## config.mk

```make
export PLATFORM = sky130hd
export DESIGN_NAME = bgtm_queue
export DESIGN_NICKNAME = d
export VERILOG_FILES = /design/src/rtl/bgtm_pkg.sv /design/src/rtl/bgtm_queue.sv
export SDC_FILE = /design/constraint.sdc
export NUM_CORES = 1
export LEC_CHECK = 0
export ABC_CLOCK_PERIOD_IN_PS = 4470
export BUFFER_PORTS_ARGS = -buffer_cell sky130_fd_sc_hd__buf_2
export CORE_MARGIN = 2
export CORE_UTILIZATION = 57
export CTS_CLUSTER_SIZE = 25
export DETAILED_ROUTE_END_ITERATION = 8
export PLACE_DENSITY_LB_ADDON = 0.2
export SETUP_SLACK_MARGIN = 0.4
export SLEW_MARGIN = 20
export SYNTH_ARGS = -nofsm -noshare
export SYNTH_HDL_FRONTEND = slang
export SYNTH_SLANG_ARGS = --single-unit
```

## constraint.sdc

```tcl
create_clock -name clk -period 4.47 [get_ports clk]
set_clock_uncertainty 0.05 [all_clocks]
set_input_delay 0.2235 -clock clk [delete_from_list [all_inputs] [get_ports clk]]
set_output_delay 0.2235 -clock clk [all_outputs]
set_load 0.02 [all_outputs]
```

## src/rtl/bgtm_pkg.sv

```systemverilog
`default_nettype none
package bgtm_pkg;

  // opcodes of an input item, also the kind of a queued item
  localparam logic [1:0] OP_DRAW = 2'd0;
  localparam logic [1:0] OP_PIX  = 2'd1;
  localparam logic [1:0] OP_PAL  = 2'd2;

  localparam int POS_W     = 10;
  localparam int TILE_FW   = 10;  // wide enough for the largest tile count
  localparam int PAL_FW    = 4;   // wide enough for the largest palette count
  localparam int COL_W     = 6;
  localparam int ROW_W     = 10;
  localparam int ADDR_W    = 15;
  localparam int VAL_W     = 32;
  localparam int IDX_W     = 8;
  localparam int X_W       = 9;
  localparam int Y_W       = 13;
  localparam int WIDTH_W   = 7;
  localparam int MAX_ROW_W = 64;
  localparam int ALPHA_LSB = 24;

  localparam int QUEUE_DEPTH = 4;
  localparam int DIV_STEPS   = POS_W;

  typedef struct packed {
    logic [1:0]         kind;
    logic [TILE_FW-1:0] tile;
    logic               hflip;
    logic               vflip;
    logic [PAL_FW-1:0]  pal;
    logic [COL_W-1:0]   col;
    logic [ROW_W-1:0]   row;
    logic [ADDR_W-1:0]  addr;
    logic [VAL_W-1:0]   value;
  } bgtm_item_t;

endpackage
`default_nettype wire

```

## src/rtl/bgtm_queue.sv

```systemverilog
`default_nettype none
module bgtm_queue (
  input  wire logic                 clk,
  input  wire logic                 rst_n,
  input  wire logic                 push,
  input  wire bgtm_pkg::bgtm_item_t push_item,
  output logic                      full,
  input  wire logic                 pop,
  output bgtm_pkg::bgtm_item_t      head_item,
  output logic                      empty
);

  localparam int PW = $clog2(bgtm_pkg::QUEUE_DEPTH);
  localparam int CW = $clog2(bgtm_pkg::QUEUE_DEPTH + 1);

  bgtm_pkg::bgtm_item_t slot_r [bgtm_pkg::QUEUE_DEPTH];
  logic [PW-1:0]        wr_ptr_r;
  logic [PW-1:0]        rd_ptr_r;
  logic [CW-1:0]        cnt_r;
  logic                 do_push;
  logic                 do_pop;

  assign full    = cnt_r == CW'(bgtm_pkg::QUEUE_DEPTH);
  assign empty   = cnt_r == '0;
  assign do_push = push && !full;
  assign do_pop  = pop && !empty;

  always_ff @(posedge clk) begin
    if (!rst_n) begin
      wr_ptr_r <= '0;
      rd_ptr_r <= '0;
      cnt_r    <= '0;
    end else begin
      if (do_push) begin
        wr_ptr_r <= wr_ptr_r + 1'b1;
      end
      if (do_pop) begin
        rd_ptr_r <= rd_ptr_r + 1'b1;
      end
      if (do_push && !do_pop) begin
        cnt_r <= cnt_r + 1'b1;
      end else if (do_pop && !do_push) begin
        cnt_r <= cnt_r - 1'b1;
      end
    end
  end

  always_ff @(posedge clk) begin
    if (do_push) begin
      slot_r[wr_ptr_r] <= push_item;
    end
  end

  assign head_item = slot_r[rd_ptr_r];

endmodule
`default_nettype wire

```

## Word-level counts from Yosys, hierarchy flattened

Memories as Yosys holds them, arrays and structs flattened. A register that Yosys moved wholly into a read port is not among the register bits.
Cells that the tools add are included.
W data, S select, Z words.

| storage, ports and cells | value |
|---|---|
| register bits | 7 |
| memory bits (writable) | 324 |
| input bits | 85 |
| output and inout port bits | 83 |
| logic and storage cells | 25 |
| memories | 1 |

| operators by class | value |
|---|---|
| $add $sub $neg | 4 |
| equal/unequal tests | 1 |
| mux-type cells | 6 |
| reduce and logical (&&, ||, !) cells | 10 |

Memories:

| memory | words | bits a word | read ports | clocked after Yosys merged registers in | write ports | line | text |
|---|---|---|---|---|---|---|---|
| slot_r | 4 | 81 | 1 | 1 | 1 | bgtm_queue.sv:16 | `bgtm_pkg::bgtm_item_t slot_r [bgtm_pkg::QUEUE_DEPTH];` |

Operators with widths:

| operator | number |
|---|---|
| $mux W3 | 2 |
| $add A2 B1 Y2 const B | 2 |
| $logic_and A1 B1 Y1 | 4 |
| $logic_not A1 Y1 | 4 |
| $mux W2 | 2 |
| $add A3 B1 Y3 const B | 1 |
| $eq A3 B3 Y1 const B | 1 |
| $logic_not A3 Y1 | 1 |
| $sub A3 B1 Y3 const B | 1 |
| $mux W1 | 2 |
| $reduce_bool A2 Y1 | 1 |

## Logic depth before layout (Yosys ltp)

Gate-level depths: netlist (run 1).

| depth | value |
|---|---|
| depth after elaboration | 7 |
| depth in mapped cells | 9 |
| mapped depth without buffers | 8 |

## Least setup slack after synthesis (run 1)

No wires, ideal clock.

| path | value |
|---|---|
| kind | register -> register |
| from | register cnt_r[0] |
| to | memory slot_r[0][0] (netlist bit) (enable) |
| library setup time | 0.448 ns |
| arrival | 2.767 ns |
| data required time | 3.972 ns |
| path slack | 1.205 ns |
| cell stages (with the launch flop) | 5 |
| path buffers | 1 |
| clock period less this slack | 3.265 ns |
| cells stage by stage | dfxtp_1 > nor3b_2 > nor2b_1 > buf_2 > and2_1 |

| on the way | value |
|---|---|
| longest elaborated chain between the ends | 5 |

RTL lines:

| what | line | text |
|---|---|---|
| start: declaration | bgtm_queue.sv:19 | `logic [CW-1:0] cnt_r;` |
| start signal: assignment | bgtm_queue.sv:41 | `cnt_r <= cnt_r + 1'b1;` |
| start signal: assignment | bgtm_queue.sv:43 | `cnt_r <= cnt_r - 1'b1;` |
| $eq A3 B3 Y1 | bgtm_queue.sv:23 | `assign full = cnt_r == CW'(bgtm_pkg::QUEUE_DEPTH);` |
| net full | bgtm_queue.sv:7 | `output logic full,` |
| $logic_not A1 Y1 | bgtm_queue.sv:25 | `assign do_push = push && !full;` |
| $logic_and A1 B1 Y1 | bgtm_queue.sv:25 |  |
| net do_push | bgtm_queue.sv:20 | `logic do_push;` |
| $mux W1 | bgtm_queue.sv:49 | `if (do_push) begin` |
| $mux W1 (not written as such) | bgtm_queue.sv:50 | `slot_r[wr_ptr_r] <= push_item;` |
| end: declaration | bgtm_queue.sv:16 |  |

The timed path passes the listed nets, and every way through them passes these cells.

==> results of run 1 <==
-- through the flow --
stage	std cells	power [W]	hold WS, ns	cell area [um2]	setup slack [ns]
2_1_floorplan	471	0.00559	0.272	12300	1.20
3_3_place_gp	902	0.00610	0.381	13300	1.93
3_5_place_dp	903	0.00616	0.392	13300	1.81
4_1_cts	1045	0.00886	0.119	15200	1.44
5_1_grt	1045	0.00913	0.169	15200	1.29
6_report	1046	0.00876	0.139	15200	1.51
-- sequential cells by signal (all words and copies together), names as in the netlist, named ones only --
signal,count
cnt_r,3
rd_ptr_r,2
slot_r,324
wr_ptr_r,2
-- layer usage --
| metal | part of all wire, % | vias to the layer above | track usage, % |
|---|---|---|---|
| met5 | 0 | - | 0 |
| met1 | 41 | 3082 | 28.0 |
| met3 | 6.2 | 33 | 4.45 |
| met4 | 1.6 | 0 | 5.42 |
| li1 | - | 2569 | - |
| met2 | 51 | 198 | 34.0 |
-- Yosys cell counts (all sizes together) --
| library cell | count |
|---|---|
| a21boi | 1 |
| and2 | 8 |
| buf | 18 |
| clkbuf | 2 |
| dfxtp | 9 |
| edfxtp | 324 |
| fa | 1 |
| ha | 5 |
| inv | 3 |
| mux2i | 3 |
| mux4 | 81 |
| nand2 | 4 |
| nor2b | 2 |
| nor3 | 1 |
| nor3b | 1 |
| o21ai | 1 |
| o311ai | 1 |
| o31ai | 1 |
| or3 | 1 |
| xnor2 | 3 |
| xor2 | 1 |
-- area by class of cell --
type,count,area (um2)
clock buffer,45,913
inverter,3,11.3
sequential,333,9920
antenna,1,2.50
clock inverter,15,141
multi-input combinational,115,2120
timing repair buffer,259,1760
fill,1217,5880
tap,275,344
-- report_power, final --
part,switching (W),internal (W),total (W)
sequential,0.000223,0.00379,0.00402
combinational,0.00115,0.000949,0.00210
clock,0.00108,0.00156,0.00264
total,0.00245,0.00630,0.00876
-- critical path, cell delays in order, from the launching register on --
cell	delay, ns
dfxtp_4	0.94
buf_12	0.36
mux4_2	0.58
buf_2	0.18
-- cell families after synthesis --
| logic type | synth area share (%) |
|---|---|
| flip-flops | 80.9 |
| multiplexers | 15.1 |
| buffers and inverters | 1.92 |
| AND/OR/NAND/NOR | 0.827 |
| adder cells (fa/ha/maj) | 0.674 |
| AO/OA/AOI/OAI | 0.276 |
| XOR/XNOR | 0.286 |
-- repair_timing --
action                                 4_1_cts  5_1_grt
setup buffers                                0        0
endpoints found under the hold margin      328        0
hold buffers                                82        0
gates resized for setup                      0        0
-- path summary, 6_finish.rpt --
check | start | to | slack, ns | cells after the start
setup / recovery | flip-flop | head_item[46] | 1.51 | 3
hold reg to reg | wr_ptr_r[1]$_SDFFE_PN0P_ | wr_ptr_r[1]$_SDFFE_PN0P_ | 0.45 | 2
setup reg to reg | cnt_r[0]$_SDFFE_PN0P_ | slot_r[2][42]$_DFFE_PP_ | 1.87 | 4
hold / removal | pop | flip-flop | 0.14 | 4
==> results.md, run 1 <==
- FMAX: 338 MHz
- Syn_area_per_cell: 26.0 um2
- Synth Warn #: 0
- Clock Path Buffers: 3
- Synth area leaders: edfxtp_1, mux4_2, dfxtp_1
- Sequential element share of the synthesized area: 80.9%
- Synth Cell Area: 0.0123 mm2
- Total Routing Usage GR: 20.4%
- CTS tree: yes
- Clock transition at path regs: 0.05 ns
- Max_slew headroom: 37.6%
- Wire per inst: 21.6 um
- Share of post-route cells with drive strength above 1: 40.4%
- # IOs: 168
- Total grt overflow: 0
- Vias in the first global route: 6224
- Worst-Skew Late Latency: 0.49 ns
- Yosys cell types: 23
- First drt pass iteration count: 4
- WP data arrival: 2.69 ns
- Die H: 151 um
- First-pass GRT wire length: 34300 um
- Critical setup path kind: flip-flop to output port
- Rows: 53
- CTS sink count: 333
- Req. time, crit path: 4.20 ns
- Routed vias: 5882
- Outcome: finished clean
- Final ANT Viol Nets: 0
- Flops & latches, synth: 333
- Fin nets: 837
- CTS Buf Count: 34
- Maximum ir drop on the vdd rail: 0.369 mV
- Final hold violation count: 0
- Worst-path fanout max: 44
- Synth area leader: edfxtp_1
- Final setup fails: 0
- Power per cell area: 576 mW/mm2
- Via density per instance: 5.62
- Area fraction of the dominant cell type after synthesis: 79.4%
- Period utilization: 66.3%
- Setup TNS Final: 0 ns
- H-Tree Depth: 2
- Die width: 151 um
- Unrepaired setup endpoints after global routing: false
- # DRC: 0
- Max Transition Viols Final: 0
- Largest net degree at the start of global routing: 51
- Crit end category: output port
- Cells after synthesis: 471
- Max cap viols: 0
- RD Place Congestion: 0.735
- Post-synth net total: 562
- Type of the worst min-delay path: input pin to flip-flop
- P&R area growth vs syn: 24.2%
- HPWL Detailed: 13300 um
- Commonest non-fill, non-tap cells in the layout: edfxtp_1, buf_2, dlygate4sd3_1
- Root buf cell: clkbuf_16
- Fin util: 72.1%
- Lkg Pwr: 5.19 nW
- Worst-Margin Slew: 0.937 ns
- Die area: 0.0227 mm2
- Core area: 0.0211 mm2
- Min cycle time layout: 2.96 ns
- Post-Route WL: 22600 um
- Initial Util: 58.1%
- 1st-iter DRT viols: 390
- Initial antenna violation count: 0
- Commonest non-fill, non-tap cell in the layout: edfxtp_1
- Crit start category: flip-flop
- Port buffer count: 167
Note: power is estimated with default switching activity, not from simulation.
==> inputs of run 2 (changes only) <==
--- a/config.mk
+++ b/config.mk
@@ -5,7 +5,7 @@
 export SDC_FILE = /design/constraint.sdc
 export NUM_CORES = 1
 export LEC_CHECK = 0
-export ABC_CLOCK_PERIOD_IN_PS = 4470
+export ABC_CLOCK_PERIOD_IN_PS = 3100
 export BUFFER_PORTS_ARGS = -buffer_cell sky130_fd_sc_hd__buf_2
 export CORE_MARGIN = 2
 export CORE_UTILIZATION = 57
==> constraint.sdc (replaced) <==
create_clock -name clk -period 3.1 [get_ports clk]
set_clock_uncertainty 0.05 [all_clocks]
set_input_delay 0.155 -clock clk [delete_from_list [all_inputs] [get_ports clk]]
set_output_delay 0.155 -clock clk [all_outputs]
set_load 0.02 [all_outputs]
==> run 2 against run 1 <==
First-iteration DRC count up 16%. Routed wire length up 2.2%. Final area up 0.43%. Highest routed layer unchanged.
==> results.md, run 2 (same netlist as run 1, synthesis figures left out) <==
- First-pass GRT wire length: 35200 um (+2.8%)
- Max_slew headroom: 52.8% (+15 points)
- Rows: 53 (unchanged)
- Via density per instance: 5.56 (-1.2%)
- Crit end category: output port
- Hold path start: pop
- Type of the worst min-delay path: input pin to flip-flop
- Period utilization: 79.0%
- Critical setup path kind: flip-flop to output port
- Min cycle time layout: 2.45 ns
- Wire per inst: 22.0 um (+1.9%)
- Clock Path Buffers: 3 (unchanged)
- Max Transition Viols Final: 0 (unchanged)
- Largest registers: slot_r (324), cnt_r (3)
- HPWL Detailed: 13500 um (+1.5%)
- Number of flip-flops in the largest register: 324 (unchanged)
- Commonest non-fill, non-tap cell in the layout: edfxtp_1
- Hold depth: 4 (unchanged)
- Port buffer count: 167 (unchanged)
- FMAX: 408 MHz
- Final setup fails: 0 (unchanged)
- H-Tree Depth: 2 (unchanged)
- Crit start category: flip-flop
- Largest Register: slot_r
- M1 WL: 9540 um (+3.6%)
- Maximum ir drop on the vdd rail: 0.701 mV (+90%)
- Routed vias: 5829 (-0.90%)
- Crit Reg-Reg Startpoint: cnt_r[0]$_SDFFE_PN0P_
- Worst-Margin Slew: 0.709 ns (-0.228 ns)
- Final ANT Viol Nets: 0 (unchanged)
- Die H: 151 um (unchanged)
- Initial Util: 58.1% (unchanged)
- WP data arrival: 2.25 ns (-0.44 ns)
- Fin nets: 841 (+0.48%)
- Metal3 WL: 1290 um (-8.7%)
- CTS tree: yes
- Max cap viols: 0 (unchanged)
- Initial antenna violation count: 1 (+1)
- P&R area growth vs syn: 24.7%
- First drt pass iteration count: 4 (unchanged)
- Worst-path fanout max: 81 (+84%)
- CTS Buf Count: 34 (unchanged)
- 1st-iter DRT viols: 453 (+16%)
- Clock transition at path regs: 0.06 ns (about the same)
- Met2 wire len: 11800 um (+1.9%)
- Max Used Layer: met4
- Setup TNS Final: 0 ns (unchanged)
- Worst R2R End: cnt_r[2]$_SDFFE_PN0P_
- CTS resizes: 0 (unchanged)
- Share of post-route cells with drive strength above 1: 40.5% (+0.10 points)
- Req. time, crit path: 2.89 ns (-1.31 ns)
- Total grt overflow: 0 (unchanged)
- Fin util: 72.4% (+0.31 points)
- Die area: 0.0227 mm2 (unchanged)
- CTS sink count: 333 (unchanged)
- Outcome: finished clean
- Die width: 151 um (unchanged)
- Total Routing Usage GR: 20.9% (+0.53 points)
- # IOs: 168 (unchanged)
- Vias in the first global route: 6397 (+2.8%)
- Largest net degree at the start of global routing: 82 (+61%)
- Worst-Skew Late Latency: 0.49 ns (about the same)
- R2R Setup Slk: 0.78 ns (-1.09 ns)
- Unrepaired setup endpoints after global routing: false
- Post-CTS setup buffers: 0 (unchanged)
- Lkg Pwr: 5.20 nW (+0.27%)
- Final hold violation count: 0 (unchanged)
- Root buf cell: clkbuf_16
- Reg2reg path depth: 9 (+5)
- # DRC: 0 (unchanged)
- Power per cell area: 827 mW/mm2 (+44%)
- Commonest non-fill, non-tap cells in the layout: edfxtp_1, buf_2, dlygate4sd3_1
- Post-Route WL: 23100 um (+2.2%)
- Core area: 0.0211 mm2 (unchanged)
- RD Place Congestion: 0.770 (+4.7%)
- Worst hold margin: 0.0647 ns (-0.0738 ns)
## run 2: cell types whose count changed in the layout (fill, tap and decap cells not counted), moves of 2 or more
cell,delta
clkinv_2,-3
buf_12,+6
clkinv_8,-2
clkinvlp_4,+2
## run 2: per-stage QoR
stage               cells  power [W]  setup slack [ns]  cell area (um2)
floorplan             471    0.00804             0.726            12300
global placement      907    0.00883             0.946            13400
detailed placement    907    0.00890             0.831            13400
CTS                  1048     0.0128             0.614            15300
global route         1049     0.0132             0.538            15300
finish               1049     0.0126             0.650            15300
## run 2: power breakdown
group	internal (W)	switching [W]	leakage, nW
Combinational	0.00140	0.00180	1.66
Clock	0.00224	0.00155	0.497
Sequential	0.00547	0.000182	3.04
Total	0.00910	0.00354	5.20
## run 2: layout make-up
| class | instances | area, um2 |
|---|---|---|
| Inverter | 3 | 11.3 |
| Tap cell | 275 | 344 |
| Antenna cell | 1 | 2.50 |
| Multi-Input combinational cell | 115 | 2120 |
| Clock inverter | 14 | 121 |
| Sequential cell | 333 | 9920 |
| Fill cell | 1264 | 5810 |
| Clock buffer | 45 | 913 |
| Timing Repair Buffer | 263 | 1850 |
## run 2: routing by layer
metal / track usage, % / vias to the layer above
met5: 0 / -
met4: 5.51 / 0
met3: 4.91 / 39
met2: 35.2 / 169
met1: 28.1 / 3045
li1: - / 2576
## run 2: critical path, cell delays in order, from the launching register on
cell     delay (ns)
dfxtp_4        0.35
buf_12         0.50
mux4_2         0.64
buf_2          0.19
## run 2: what timing repair did
item / CTS / global route
endpoints found under the setup margin: 0 / 0
hold endpoints to repair: 333 / 0
hold buffers: 82 / 0
## run 2: how the worst max path moves through the flow
stage / startpoint / slack [ns] / cells after the start / to
final: flip-flop / 0.65 / 3 / head_item[46]
after global routing: flip-flop / 0.54 / 3 / head_item[20]
after CTS: flip-flop / 0.61 / 3 / head_item[20]
after detailed placement: cnt_r[0]$_SDFFE_PN0P_ / 0.83 / 9 / cnt_r[2]$_SDFFE_PN0P_
after global placement: cnt_r[0]$_SDFFE_PN0P_ / 0.95 / 9 / cnt_r[2]$_SDFFE_PN0P_
after floorplan: cnt_r[0]$_SDFFE_PN0P_ / 0.73 / 4 / slot_r[0][0]$_DFFE_PP_
