[src/rtl/bgtm_pkg.sv]
`default_nettype none
package bgtm_pkg;

  // opcodes of an input item, also the kind of a queued item
  localparam logic [1:0] OP_DRAW = 2'd0;
  localparam logic [1:0] OP_PIX  = 2'd1;
  localparam logic [1:0] OP_PAL  = 2'd2;

  localparam int POS_W     = 10;
  localparam int TILE_FW   = 10;  // wide enough for the largest tile count
  localparam int PAL_FW    = 4;   // wide enough for the largest palette count
  localparam int COL_W     = 6;
  localparam int ROW_W     = 10;
  localparam int ADDR_W    = 15;
  localparam int VAL_W     = 32;
  localparam int IDX_W     = 8;
  localparam int X_W       = 9;
  localparam int Y_W       = 13;
  localparam int WIDTH_W   = 7;
  localparam int MAX_ROW_W = 64;
  localparam int ALPHA_LSB = 24;

  localparam int QUEUE_DEPTH = 4;
  localparam int DIV_STEPS   = POS_W;

  typedef struct packed {
    logic [1:0]         kind;
    logic [TILE_FW-1:0] tile;
    logic               hflip;
    logic               vflip;
    logic [PAL_FW-1:0]  pal;
    logic [COL_W-1:0]   col;
    logic [ROW_W-1:0]   row;
    logic [ADDR_W-1:0]  addr;
    logic [VAL_W-1:0]   value;
  } bgtm_item_t;

endpackage
`default_nettype wire

[src/rtl/bgtm_div.sv]
`default_nettype none
module bgtm_div #(
  parameter int DVW = 11
) (
  input  wire logic                         clk,
  input  wire logic                         rst_n,
  input  wire logic                         go,
  input  wire logic [bgtm_pkg::POS_W-1:0]   dividend,
  input  wire logic [DVW-1:0]               divisor,
  output logic                              done,
  output logic      [bgtm_pkg::POS_W-1:0]   quotient,
  output logic      [DVW-1:0]               remainder
);

  localparam int CW = $clog2(bgtm_pkg::DIV_STEPS);

  logic                        run_r;
  logic                        done_r;
  logic [CW-1:0]               cnt_r;
  logic [bgtm_pkg::POS_W-1:0]  quo_r;
  logic [DVW-1:0]              rem_r;
  logic [DVW-1:0]              dvs_r;
  logic [DVW:0]                trial;
  logic [DVW:0]                diff;
  logic                        ge;
  logic [DVW-1:0]              rem_nxt;

  // restoring division, one quotient bit per cycle; dividend bits shift out of quo_r
  always_comb begin
    trial   = {rem_r, quo_r[bgtm_pkg::POS_W-1]};
    diff    = trial - {1'b0, dvs_r};
    ge      = trial >= {1'b0, dvs_r};
    rem_nxt = ge ? diff[DVW-1:0] : trial[DVW-1:0];
  end

  always_ff @(posedge clk) begin
    if (!rst_n) begin
      run_r  <= 1'b0;
      done_r <= 1'b0;
      cnt_r  <= '0;
    end else if (go) begin
      run_r  <= 1'b1;
      done_r <= 1'b0;
      cnt_r  <= '0;
    end else if (run_r) begin
      cnt_r <= cnt_r + 1'b1;
      if (cnt_r == CW'(bgtm_pkg::DIV_STEPS - 1)) begin
        run_r  <= 1'b0;
        done_r <= 1'b1;
      end
    end else begin
      done_r <= 1'b0;
    end
  end

  always_ff @(posedge clk) begin
    if (go) begin
      quo_r <= dividend;
      rem_r <= '0;
      dvs_r <= divisor;
    end else if (run_r) begin
      quo_r <= {quo_r[bgtm_pkg::POS_W-2:0], ge};
      rem_r <= rem_nxt;
    end
  end

  assign done      = done_r;
  assign quotient  = quo_r;
  assign remainder = rem_r;

endmodule
`default_nettype wire

[src/rtl/bgtm_front.sv]
`default_nettype none
module bgtm_front #(
  parameter int TILE_COUNT    = 512,
  parameter int PALETTE_COUNT = 8,
  parameter int MAP_ENTRIES   = 1024
) (
  input  wire logic                 clk,
  input  wire logic                 rst_n,
  input  wire logic                 start,
  output logic                      busy,
  input  wire logic [1:0]           in_opcode,
  input  wire logic [9:0]           in_map_position,
  input  wire logic [7:0]           in_tile_number,
  input  wire logic                 in_page_select,
  input  wire logic                 in_mirror_horizontal,
  input  wire logic                 in_mirror_vertical,
  input  wire logic [2:0]           in_palette_choice,
  input  wire logic [14:0]          in_store_address,
  input  wire logic [31:0]          in_store_value,
  input  wire logic [bgtm_pkg::WIDTH_W-1:0] cfg_width,
  input  wire logic                 q_full,
  output logic                      q_push,
  output bgtm_pkg::bgtm_item_t      q_item
);

  localparam int DVW       = bgtm_pkg::WIDTH_W;
  localparam int PIX_DEPTH = TILE_COUNT * 64;
  localparam int PAL_DEPTH = PALETTE_COUNT * 16;

  localparam logic [1:0] F_IDLE = 2'd0;
  localparam logic [1:0] F_ROW  = 2'd1;
  localparam logic [1:0] F_PUSH = 2'd2;

  logic [1:0]                      state_r;
  bgtm_pkg::bgtm_item_t            item_r;
  logic [10:0]                     tile_raw;
  logic [bgtm_pkg::TILE_FW-1:0]    tile_wrap;
  logic [bgtm_pkg::PAL_FW-1:0]     pal_wrap;
  logic [bgtm_pkg::POS_W-1:0]      pos_wrap;
  logic [bgtm_pkg::WIDTH_W-1:0]    row_w;
  logic                            pix_ok;
  logic                            pal_ok;
  logic                            div_go;
  logic                            div_done;
  logic [bgtm_pkg::POS_W-1:0]      div_quo;
  logic [DVW-1:0]                  div_rem;

  // tile + page stays below twice the tile count, one subtract wraps it
  always_comb begin
    tile_raw = {2'b00, in_page_select, in_tile_number};
    if (tile_raw >= 11'(TILE_COUNT)) begin
      tile_wrap = bgtm_pkg::TILE_FW'(tile_raw - 11'(TILE_COUNT));
    end else begin
      tile_wrap = bgtm_pkg::TILE_FW'(tile_raw);
    end
  end

  always_comb begin
    unique case (in_palette_choice)
      3'd0:    pal_wrap = bgtm_pkg::PAL_FW'(0 % PALETTE_COUNT);
      3'd1:    pal_wrap = bgtm_pkg::PAL_FW'(1 % PALETTE_COUNT);
      3'd2:    pal_wrap = bgtm_pkg::PAL_FW'(2 % PALETTE_COUNT);
      3'd3:    pal_wrap = bgtm_pkg::PAL_FW'(3 % PALETTE_COUNT);
      3'd4:    pal_wrap = bgtm_pkg::PAL_FW'(4 % PALETTE_COUNT);
      3'd5:    pal_wrap = bgtm_pkg::PAL_FW'(5 % PALETTE_COUNT);
      3'd6:    pal_wrap = bgtm_pkg::PAL_FW'(6 % PALETTE_COUNT);
      default: pal_wrap = bgtm_pkg::PAL_FW'(7 % PALETTE_COUNT);
    endcase
  end

  // map position wraps by compare and subtract of shifted entry counts; the entry
  // count is at least 64, so four steps cover any 10-bit position
  always_comb begin
    pos_wrap = in_map_position;
    for (int j = 3; j >= 0; j--) begin
      if ((MAP_ENTRIES << j) < (1 << bgtm_pkg::POS_W) &&
          int'(pos_wrap) >= (MAP_ENTRIES << j)) begin
        pos_wrap = bgtm_pkg::POS_W'(int'(pos_wrap) - (MAP_ENTRIES << j));
      end
    end
  end

  always_comb begin
    if (cfg_width == '0) begin
      row_w = bgtm_pkg::WIDTH_W'(1);
    end else if (cfg_width > bgtm_pkg::WIDTH_W'(bgtm_pkg::MAX_ROW_W)) begin
      row_w = bgtm_pkg::WIDTH_W'(bgtm_pkg::MAX_ROW_W);
    end else begin
      row_w = cfg_width;
    end
  end

  assign pix_ok = {2'b00, in_store_address} < 17'(PIX_DEPTH);
  assign pal_ok = {2'b00, in_store_address} < 17'(PAL_DEPTH);

  // splits the wrapped map position into tile row and column
  assign div_go = state_r == F_IDLE && start && in_opcode == bgtm_pkg::OP_DRAW;

  bgtm_div #(.DVW(DVW)) u_div (
    .clk       (clk),
    .rst_n     (rst_n),
    .go        (div_go),
    .dividend  (pos_wrap),
    .divisor   (row_w),
    .done      (div_done),
    .quotient  (div_quo),
    .remainder (div_rem)
  );

  always_ff @(posedge clk) begin
    if (!rst_n) begin
      state_r <= F_IDLE;
    end else begin
      unique case (state_r)
        F_IDLE: begin
          if (start) begin
            unique case (in_opcode)
              bgtm_pkg::OP_DRAW: state_r <= F_ROW;
              bgtm_pkg::OP_PIX:  state_r <= pix_ok ? F_PUSH : F_IDLE;
              bgtm_pkg::OP_PAL:  state_r <= pal_ok ? F_PUSH : F_IDLE;
              default:           state_r <= F_IDLE;
            endcase
          end
        end
        F_ROW: begin
          if (div_done) begin
            state_r <= F_PUSH;
          end
        end
        default: begin
          if (!q_full) begin
            state_r <= F_IDLE;
          end
        end
      endcase
    end
  end

  always_ff @(posedge clk) begin
    if (state_r == F_IDLE && start) begin
      item_r.kind  <= in_opcode;
      item_r.tile  <= tile_wrap;
      item_r.hflip <= in_mirror_horizontal;
      item_r.vflip <= in_mirror_vertical;
      item_r.pal   <= pal_wrap;
      item_r.addr  <= in_store_address;
      item_r.value <= in_store_value;
    end
    if (state_r == F_ROW && div_done) begin
      item_r.col <= bgtm_pkg::COL_W'(div_rem);
      item_r.row <= div_quo;
    end
  end

  assign busy   = state_r != F_IDLE;
  assign q_push = state_r == F_PUSH && !q_full;
  assign q_item = item_r;

endmodule
`default_nettype wire

[config.mk]
export PLATFORM = sky130hd
export DESIGN_NAME = bgtm_front
export DESIGN_NICKNAME = d
export VERILOG_FILES = /design/src/rtl/bgtm_pkg.sv /design/src/rtl/bgtm_div.sv /design/src/rtl/bgtm_front.sv
export SDC_FILE = /design/constraint.sdc
export NUM_CORES = 1
export LEC_CHECK = 0
export BUFFER_PORTS_ARGS = -buffer_cell sky130_fd_sc_hd__buf_2
export CAP_MARGIN = 20
export CORE_ASPECT_RATIO = 0.75
export CORE_MARGIN = 2
export CORE_UTILIZATION = 35
export CTS_CLUSTER_DIAMETER = 40
export CTS_CLUSTER_SIZE = 25
export DETAILED_ROUTE_END_ITERATION = 16
export SLEW_MARGIN = 0
export SYNTH_ARGS = -nofsm -noshare
export SYNTH_HDL_FRONTEND = slang
export SYNTH_SLANG_ARGS = --single-unit
[constraint.sdc]
create_clock -name clk -period 5.4 [get_ports clk]
set_input_delay 0.27 -clock clk [delete_from_list [all_inputs] [get_ports clk]]
set_output_delay 0.27 -clock clk [all_outputs]
set_load 0.02 [all_outputs]
; Word-level counts from Yosys, hierarchy flattened
; Index checks and enable logic that the tools add are counted.
; W data, S select, Z words.
[word_totals]
inputBits = 84
mem_bits_rw = 0
memories = 0
rom_bits = 0
word_cells = 67
register_bits = 112
latch_bits = 0
out_inout_bits = 83
[op_classes]
shifts = 0
n_addsub = 2
mul = 0
muxes = 14
reduce_logical = 15
bitwise = 2
div_mod_pow = 0
order_cmp = 3
n_eq_ne = 14
[ops]
columns = op, n
row1 = $pmux W3 S7, 1
row2 = $mux W10, 2
row3 = $lt A15 B8 Y1 const B, 1
row4 = $mux W7, 2
row5 = $eq A3 B3 Y1 const B, 3
row6 = $ge A8 B7 Y1, 1
row7 = $mux W2, 4
row8 = $gt A7 B7 Y1 const B, 1
row9 = $logic_not A7 Y1, 1
row10 = $sub A7 B7 Y7, 1
row11 = $eq A3 B2 Y1 const B, 2
row12 = $pmux W2 S3, 1
row13 = $add A4 B1 Y4 const B, 1
row14 = $eq A2 B1 Y1 const B, 2
row15 = $eq A2 B2 Y1 const B, 2
row16 = $eq A4 B4 Y1 const B, 1
row17 = $logic_and A1 B1 Y1, 4
row18 = $logic_not A2 Y1, 2
row19 = $pmux W2 S2, 1
row20 = $reduce_bool A2 Y1, 2
row21 = $reduce_or A2 Y1, 2
row22 = $eq A3 B1 Y1 const B, 1
row23 = $logic_not A3 Y1, 1
row24 = $mux W1, 3
row25 = other kinds (7), 8

; Logic depth before layout (Yosys ltp)
; Gate-level depths: netlist of run 1.
[logic_depth]
ltp_word = 5
depth_mapped = 10
ltp_nobuf = 9

; Cells and area by module
; A second synthesis of run 1 with hierarchy kept.
[hier_totals]
cells_unflattened = 279
hier_area_um2 = 4393.0
[by_module_without_submodules]
columns = mod, seq_area_each_um2, n_inst, cells_each, area_each_um2
row1 = bgtm_front, 2412.3, 1, 120, 2676.3
row2 = bgtm_div, 770.7, 1, 159, 1716.6

; Least setup slack after synthesis of run 1
; No wires, ideal clock.
[synth_path]
kind = register to register
from = reg state_r[0]
to = reg item_r (netlist bit q_item[0]) (enable)
arrival_ns = 1.746
setup_slack_ns = 3.237
required_time_ns = 4.983
setup_time_ns = 0.417
synth_period_minus_slack_ns = 2.163
n_path_buf = 0
stages_incl_launch_ff = 4
path_cell_list = dfxtp_1 nor2_1 nand2_1 inv_1
[synth_via]
elab_chain_cells = 2
[synth_lines]
columns = element, line
row1 = start: declaration, bgtm_front.sv:34  ; logic [1:0] state_r;
row2 = start signal: assignment, bgtm_front.sv:119  ; bgtm_pkg::OP_PIX: state_r <= pix_ok ? F_PUSH : F_IDLE;
row3 = start signal: assignment, bgtm_front.sv:120  ; bgtm_pkg::OP_PAL: state_r <= pal_ok ? F_PUSH : F_IDLE;
row4 = $logic_not A2 Y1, bgtm_front.sv:140  ; if (state_r == F_IDLE && start) begin
row5 = $logic_and A1 B1 Y1, bgtm_front.sv:140
row6 = end: declaration, bgtm_front.sv:35  ; bgtm_pkg::bgtm_item_t item_r;
; Every way passes these cells.
; A chain may end at the register's enable or synchronous reset.

; Worst setup path after layout of run 1
[layout_path]
from = reg u_div.quo_r (netlist bit u_div.quotient[9])
to = reg u_div.rem_r[0], in the netlist u_div.remainder[0]
[layout_via]
elab_chain_cells = 2
elab_cells_between_ends = 3
classes_between = add/sub: 1 / order compare: 1 / mux: 1
[layout_lines]
columns = element, line
row1 = start: declaration, bgtm_div.sv:20  ; logic [bgtm_pkg::POS_W-1:0] quo_r;
row2 = start signal: assignment, bgtm_div.sv:58  ; quo_r <= dividend;
row3 = start signal: assignment, bgtm_div.sv:62  ; quo_r <= {quo_r[bgtm_pkg::POS_W-2:0], ge};
row4 = $sub A7 B7 Y7 / $ge A8 B7 Y1 (equally long branches), "bgtm_div.sv:31, bgtm_div.sv:32"
row5 = $mux W7 *, bgtm_div.sv:33  ; rem_nxt = ge ? diff[DVW-1:0] : trial[DVW-1:0];
row6 = end signal: assignment, bgtm_div.sv:63  ; rem_r <= rem_nxt;
row7 = end: declaration, bgtm_div.sv:21  ; logic [DVW-1:0] rem_r;
; Every way passes the cells marked *; elsewhere a longest branch is shown, timed or not.

==> reports/metrics.cfg, run 1 <==
[routing]
wire_per_inst_um=13.9
wl_um=8510
initialDrtViolationCount=185
vias=2695
dr.pass1.iters=4
antenna_left=0
viasPerCell=4.40
drc=0

[setup_path]
path_max_fanout=11
cp_slowest_stage_delay_ps=400
crit_family=adder cells
critPathKind=reg2reg
worstSetupStartpointType=flip-flop
crit_cells=9
cp_slowest_cell=fa_1
cp_common_cell=inv_1
worst-endpoint-required_ps=5670
reg2reg_depth=9
crit_chain=inv_1 -> ha_1 -> inv_1 -> fa_1 -> nand3_1 -> a31oi_1 -> nor2_2 -> mux2_1 -> a21oi_1
endpoint_kind=flip-flop
worstPathArrival_ps=2620
cp.buffers_inverters=2

[clock_network]
cts-htree-levels=3
cts_sinks=111
cts_resized=0
postCtsHoldBufs=0
cts_root_buf=clkbuf_16
numCtsBuffers=9
cts_tree=yes
clockBufferDepth=2
clkLatencyLatePin_ps=340
cts.clk_slew.worst_paths_ps=80
cts_setup_buffers=0

[power]
total_power_mw=2.07
seqPwrFrac=0.508
switching_share=0.264
ir_worst_vdd_v=0.000204
p_clk_frac=0.319
intPower_mw=1.52
combPwrFrac=0.173
power_density_nw_per_um2=381
p_switching_uw=547
p_leak_nw=2.28

[yosys]
avgSynthCellArea_sq_um=14.8
ys_ff_latch=111
synth_edf_count=96
yosys.area.top_type=edfxtp_1
netlist_instances=281
syn_area_sq_um=4170
synth.area.top_cells=edfxtp_1 (69%), dfxtp_1 (7.2%), nand2_1 (3.2%)
ys_dominant_reg_cell=edfxtp_1
synthDistinctLibCells=39
ys_seq_area_frac=0.763
yosysTopAreaCellShare=0.691
async_reset_ff_frac=0
ys_warn_count=0

[final_layout]
area_growth_pct=30.4
drive_gt1_frac=0.411
regArea_sq_um=3180
antenna_cells=0
layout.nets=539
multi_input_comb_area_sq_um=860
fillers=1045

[sta]
finalCritPeriodShare=0.434
setup_viol_count_final=0
setup_ws_ps=3050
clock_skew_ps=15.8
fmax_ghz=0.426
grt_setup_unrepaired=no
finalMaxSlewViolations=0
maxSlewHeadroom=0.495
fin_crit_ps=2350
tightestPinTransition_ps=758
finalSetupTns_ps=0
hold_viol=0

[floorplan]
ioPinCount=167
die_h_um=98.5
coreArea_sq_um=11600
die_width_um=130
start_util=0.359
row_count=34
dieArea_sq_um=12800

[placement]
port_buffers=164
dpl.hpwl_um=6480
gp_congestion=0.836
pre_cts_ws_ps=3070

[global_routing]
grt_pass1_vias=2613
gr-usage-all-layers=0.134
antenna_found_initial=0
overflow=0
grt_pass1_wl_um=13200
grt_max_degree=55

[hold_path]
min_path_type=in2reg
hold_depth=1

[run]
drv_cap=0

[run_status]
status=completed

## flip-flops by register name, summed over array words and instances (netlist names)
register         cells
u_div.done           1
u_div.dvs_r          7
state_r              2
u_div.quotient      10
u_div.remainder      7
u_div.cnt_r          4
u_div.run_r          1
q_item              79
## power groups by stage
stage / registers, mW / clock network, mW / logic (mW)
final: 1.05 / 0.660 / 0.358
after global placement: 1.07 / 0 / 0.353
after global routing: 1.06 / 0.713 / 0.400
after floorplan: 1.10 / 0 / 0.227
after detailed placement: 1.07 / 0 / 0.359
after CTS: 1.05 / 0.683 / 0.360
## metal layers
| layer | up-vias | global-route usage | part of all wire |
|---|---|---|---|
| met5 | - | 0 | 0 |
| met4 | 0 | 0.0513 | 0.020 |
| met3 | 16 | 0.0353 | 0.077 |
| met2 | 111 | 0.216 | 0.47 |
| met1 | 1234 | 0.173 | 0.43 |
| li1 | 1334 | - | - |
## through the flow
step           cell area, sq um  std cells  hold slack (ps)  utilization
5_1_grt                    5440        612             87.7        0.468
3_3_place_gp               5130        596              438        0.442
6_report                   5440        612              104        0.468
4_1_cts                    5440        612             89.9        0.468
3_5_place_dp               5130        596              440        0.442
2_1_floorplan              4170        282              369            -
## final cells by class
| class | instances | share of cell area |
|---|---|---|
| Clock buffer | 10 | 0.0421 |
| Clock inverter | 6 | 0.0143 |
| Inverter | 13 | 0.00898 |
| Multi-Input combinational cell | 144 | 0.158 |
| Sequential cell | 111 | 0.586 |
| Tap cell | 162 | 0.0373 |
| Timing Repair Buffer | 166 | 0.154 |
## kinds of logic (layout without fill, tap and decap cells)
group                    count (synthesis)  count (layout)  share of synthesized area
flip-flops                             111             111                      0.763
AND/OR/NAND/NOR                         88              88                     0.0996
AO/OA/AOI/OAI                           34              34                     0.0504
buffers and inverters                   27             195                     0.0315
adder cells (fa/ha/maj)                 10              10                     0.0318
XOR/XNOR                                 6               6                     0.0126
multiplexers                             4               4                    0.00990
other                                    1               2                   0.000899
## worst paths after layout
kind                                    startpoint            endpoint  slack, ps
worst max-delay path             u_div.quotient[9]  u_div.remainder[0]       3050
worst min-delay path            in_store_value[26]          q_item[26]        100
worst max register to register   u_div.quotient[9]  u_div.remainder[0]       3050
worst min register to register   u_div.quotient[7]          q_item[54]        460
## cell usage in the layout (no fill, tap or decap), drive strengths merged
cell and instances:
nand2b 5, nand2 35, mux2i 3, conb 2, a211oi 4, xnor2 2, or4b 1, mux2 1
or3 1, nor2b 7, o211a 1, o21ai 9, and2 1, xor2 4, nor2 20, ha 9
or4 1, nor3 5, inv 14, a21boi 2, a31oi 5, a21oi 11, nand3b 3, a31o 2
dfxtp 15, nor4 1, buf 166, nand4b 1, clkbuf 10, fa 1, nand4 3, bufinv 1
clkinv 4, nand3 4, edfxtp 96
## Yosys cell counts, drive strengths merged (2+ instances only)
master	count
a211oi	4
a21boi	2
a21oi	11
a31o	2
a31oi	5
buf	8
clkbuf	6
dfxtp	15
edfxtp	96
ha	9
inv	13
mux2i	3
nand2	35
nand2b	5
nand3	4
nand3b	3
nand4	3
nor2	20
nor2b	7
nor3	5
o21ai	9
xnor2	2
xor2	4
Note: power is estimated with default switching activity, not from simulation.
==> run 2, diff against run 1 <==
clock period = 2.3 ns   (was 5.4 ns; I/O delays follow)
==> reports/metrics.cfg, run 2 (synthesis gave the netlist of run 1 again) <==
[clock_network]
numCtsBuffers=9  ; unchanged
cts_root_buf=clkbuf_16
cts_tree=yes
cts-htree-levels=3  ; unchanged
cts.clk_slew.worst_paths_ps=70  ; about the same
clockBufferDepth=2  ; unchanged
cts_sinks=111  ; unchanged
clkLatencyLatePin_ps=340  ; about the same
cts_setup_buffers=0  ; unchanged

[sta]
setup_viol_count_final=0  ; unchanged
finalCritPeriodShare=0.915  ; +0.481
clock_skew_ps=10.5  ; -5.27 ps
fmax_ghz=0.475  ; +11%
grt_setup_unrepaired=no
finalMaxSlewViolations=0  ; unchanged
finalSetupTns_ps=0  ; unchanged
fin_crit_ps=2100  ; -241 ps
hold_viol=0  ; unchanged

[power]
total_power_mw=4.89  ; +140%
p_leak_nw=2.55  ; +12%
power_density_nw_per_um2=804  ; +110%
ir_worst_vdd_v=0.000339  ; +67%

[routing]
drc=0  ; unchanged
wire_per_inst_um=14.3  ; +2.5%
dr.pass1.iters=4  ; unchanged
antenna_left=0  ; unchanged
viasPerCell=4.34  ; -1.5%
wl_um=9680  ; +14%
vias=2945  ; +9.3%
initialDrtViolationCount=146  ; -21%

[final_layout]
fin_util=0.524  ; +0.0562
layout.nets=606  ; +12%
largest_reg_flops=79  ; unchanged
layout_common_cells=buf_2 (164), edfxtp_1 (96), dlygate4sd3_1 (63), nand2_1 (35), nor2_1 (19)
drive_gt1_frac=0.368  ; -0.0436
layout_commonest_cell=buf_2
area_growth_pct=46.0
antenna_cells=0  ; unchanged

[global_routing]
gr-usage-all-layers=0.151  ; +0.0178
antenna_found_initial=0  ; unchanged
grt_pass1_wl_um=14800  ; +12%
grt_max_degree=43  ; -22%
overflow=0  ; unchanged
grt_pass1_vias=2999  ; +15%

[setup_path]
reg2reg_depth=10  ; +1
worstPathArrival_ps=2320  ; -300 ps
worstSetupStartpointType=flip-flop
endpoint_kind=flip-flop
path_max_fanout=5  ; -6
critPathKind=reg2reg
worst-endpoint-required_ps=2510  ; -3160 ps

[floorplan]
die_h_um=98.5  ; unchanged
start_util=0.359  ; unchanged
die_width_um=130  ; unchanged
dieArea_sq_um=12800  ; unchanged
ioPinCount=167  ; unchanged
row_count=34  ; unchanged
coreArea_sq_um=11600  ; unchanged

[hold_path]
hold_depth=3  ; +2
min_path_type=in2reg

[placement]
dpl.hpwl_um=6660  ; +2.7%
port_buffers=164  ; unchanged
gp_congestion=0.836  ; about the same

[run_status]
status=completed

[run]
drv_cap=0  ; unchanged

==> run 2: cell count changes in the layout (fill, tap and decap cells not counted), moves of 2 or more <==
cell           change
dlygate4sd3_1     +63
buf_4              +3
clkinv_4           -2
clkinvlp_4         +2
==> run 2: area by class of cell <==
type	count	area [sq um]
Timing Repair Buffer	233	1510
Clock inverter	5	45.0
Clock buffer	11	233
Tap cell	162	203
Inverter	13	48.8
Multi-Input combinational cell	144	868
Fill cell	1011	5520
Sequential cell	111	3180
==> run 2: critical path, cell delays in order (launching register included) <==
cell and delay [ps]:
edfxtp_1 390, inv_1 120, ha_1 170, inv_1 50
fa_1 390, nand3_1 130, a31oi_1 110, nor2_2 140
buf_4 170, mux2i_2 220, a211oi_2 90
==> run 2: final timing paths <==
kind / startpoint / to / slack (ps)
worst max-delay path: u_div.quotient[9] / u_div.remainder[3] / 200
worst min-delay path: in_map_position[5] / u_div.quotient[5] / 50
worst max register to register: u_div.quotient[9] / u_div.remainder[3] / 200
worst min register to register: u_div.quotient[5] / q_item[52] / 450
==> run 2: what timing repair did <==
action / CTS / global route
hold buffers: 63 / 0
hold endpoints to repair: 63 / 0
endpoints found under the setup margin: 0 / 1
gates resized for setup: 0 / 2
==> run 2: report_power, final <==
part | leakage (nW) | internal (mW) | switching [mW]
registers | 1.03 | 2.37 | 0.0960
clock network | 0.129 | 0.747 | 0.681
logic | 1.38 | 0.452 | 0.543
total | 2.55 | 3.57 | 1.32
==> run 2: layer usage <==
layer / up-vias / global-route usage / part of all wire
met4: 0 / 0.0513 / 0.019
li1: 1468 / - / -
met3: 20 / 0.0375 / 0.047
met5: - / 0 / 0
met1: 1360 / 0.193 / 0.44
met2: 97 / 0.254 / 0.49
==> run 2: per-stage QoR <==
stage	instances	cell area, sq um	hold slack [ps]	setup slack, ps
after floorplan	282	4170	214	137
after global placement	600	5170	291	290
after detailed placement	600	5170	293	219
after CTS	679	6080	28.8	193
after global routing	679	6090	46.1	1.53
final	679	6090	45.7	195
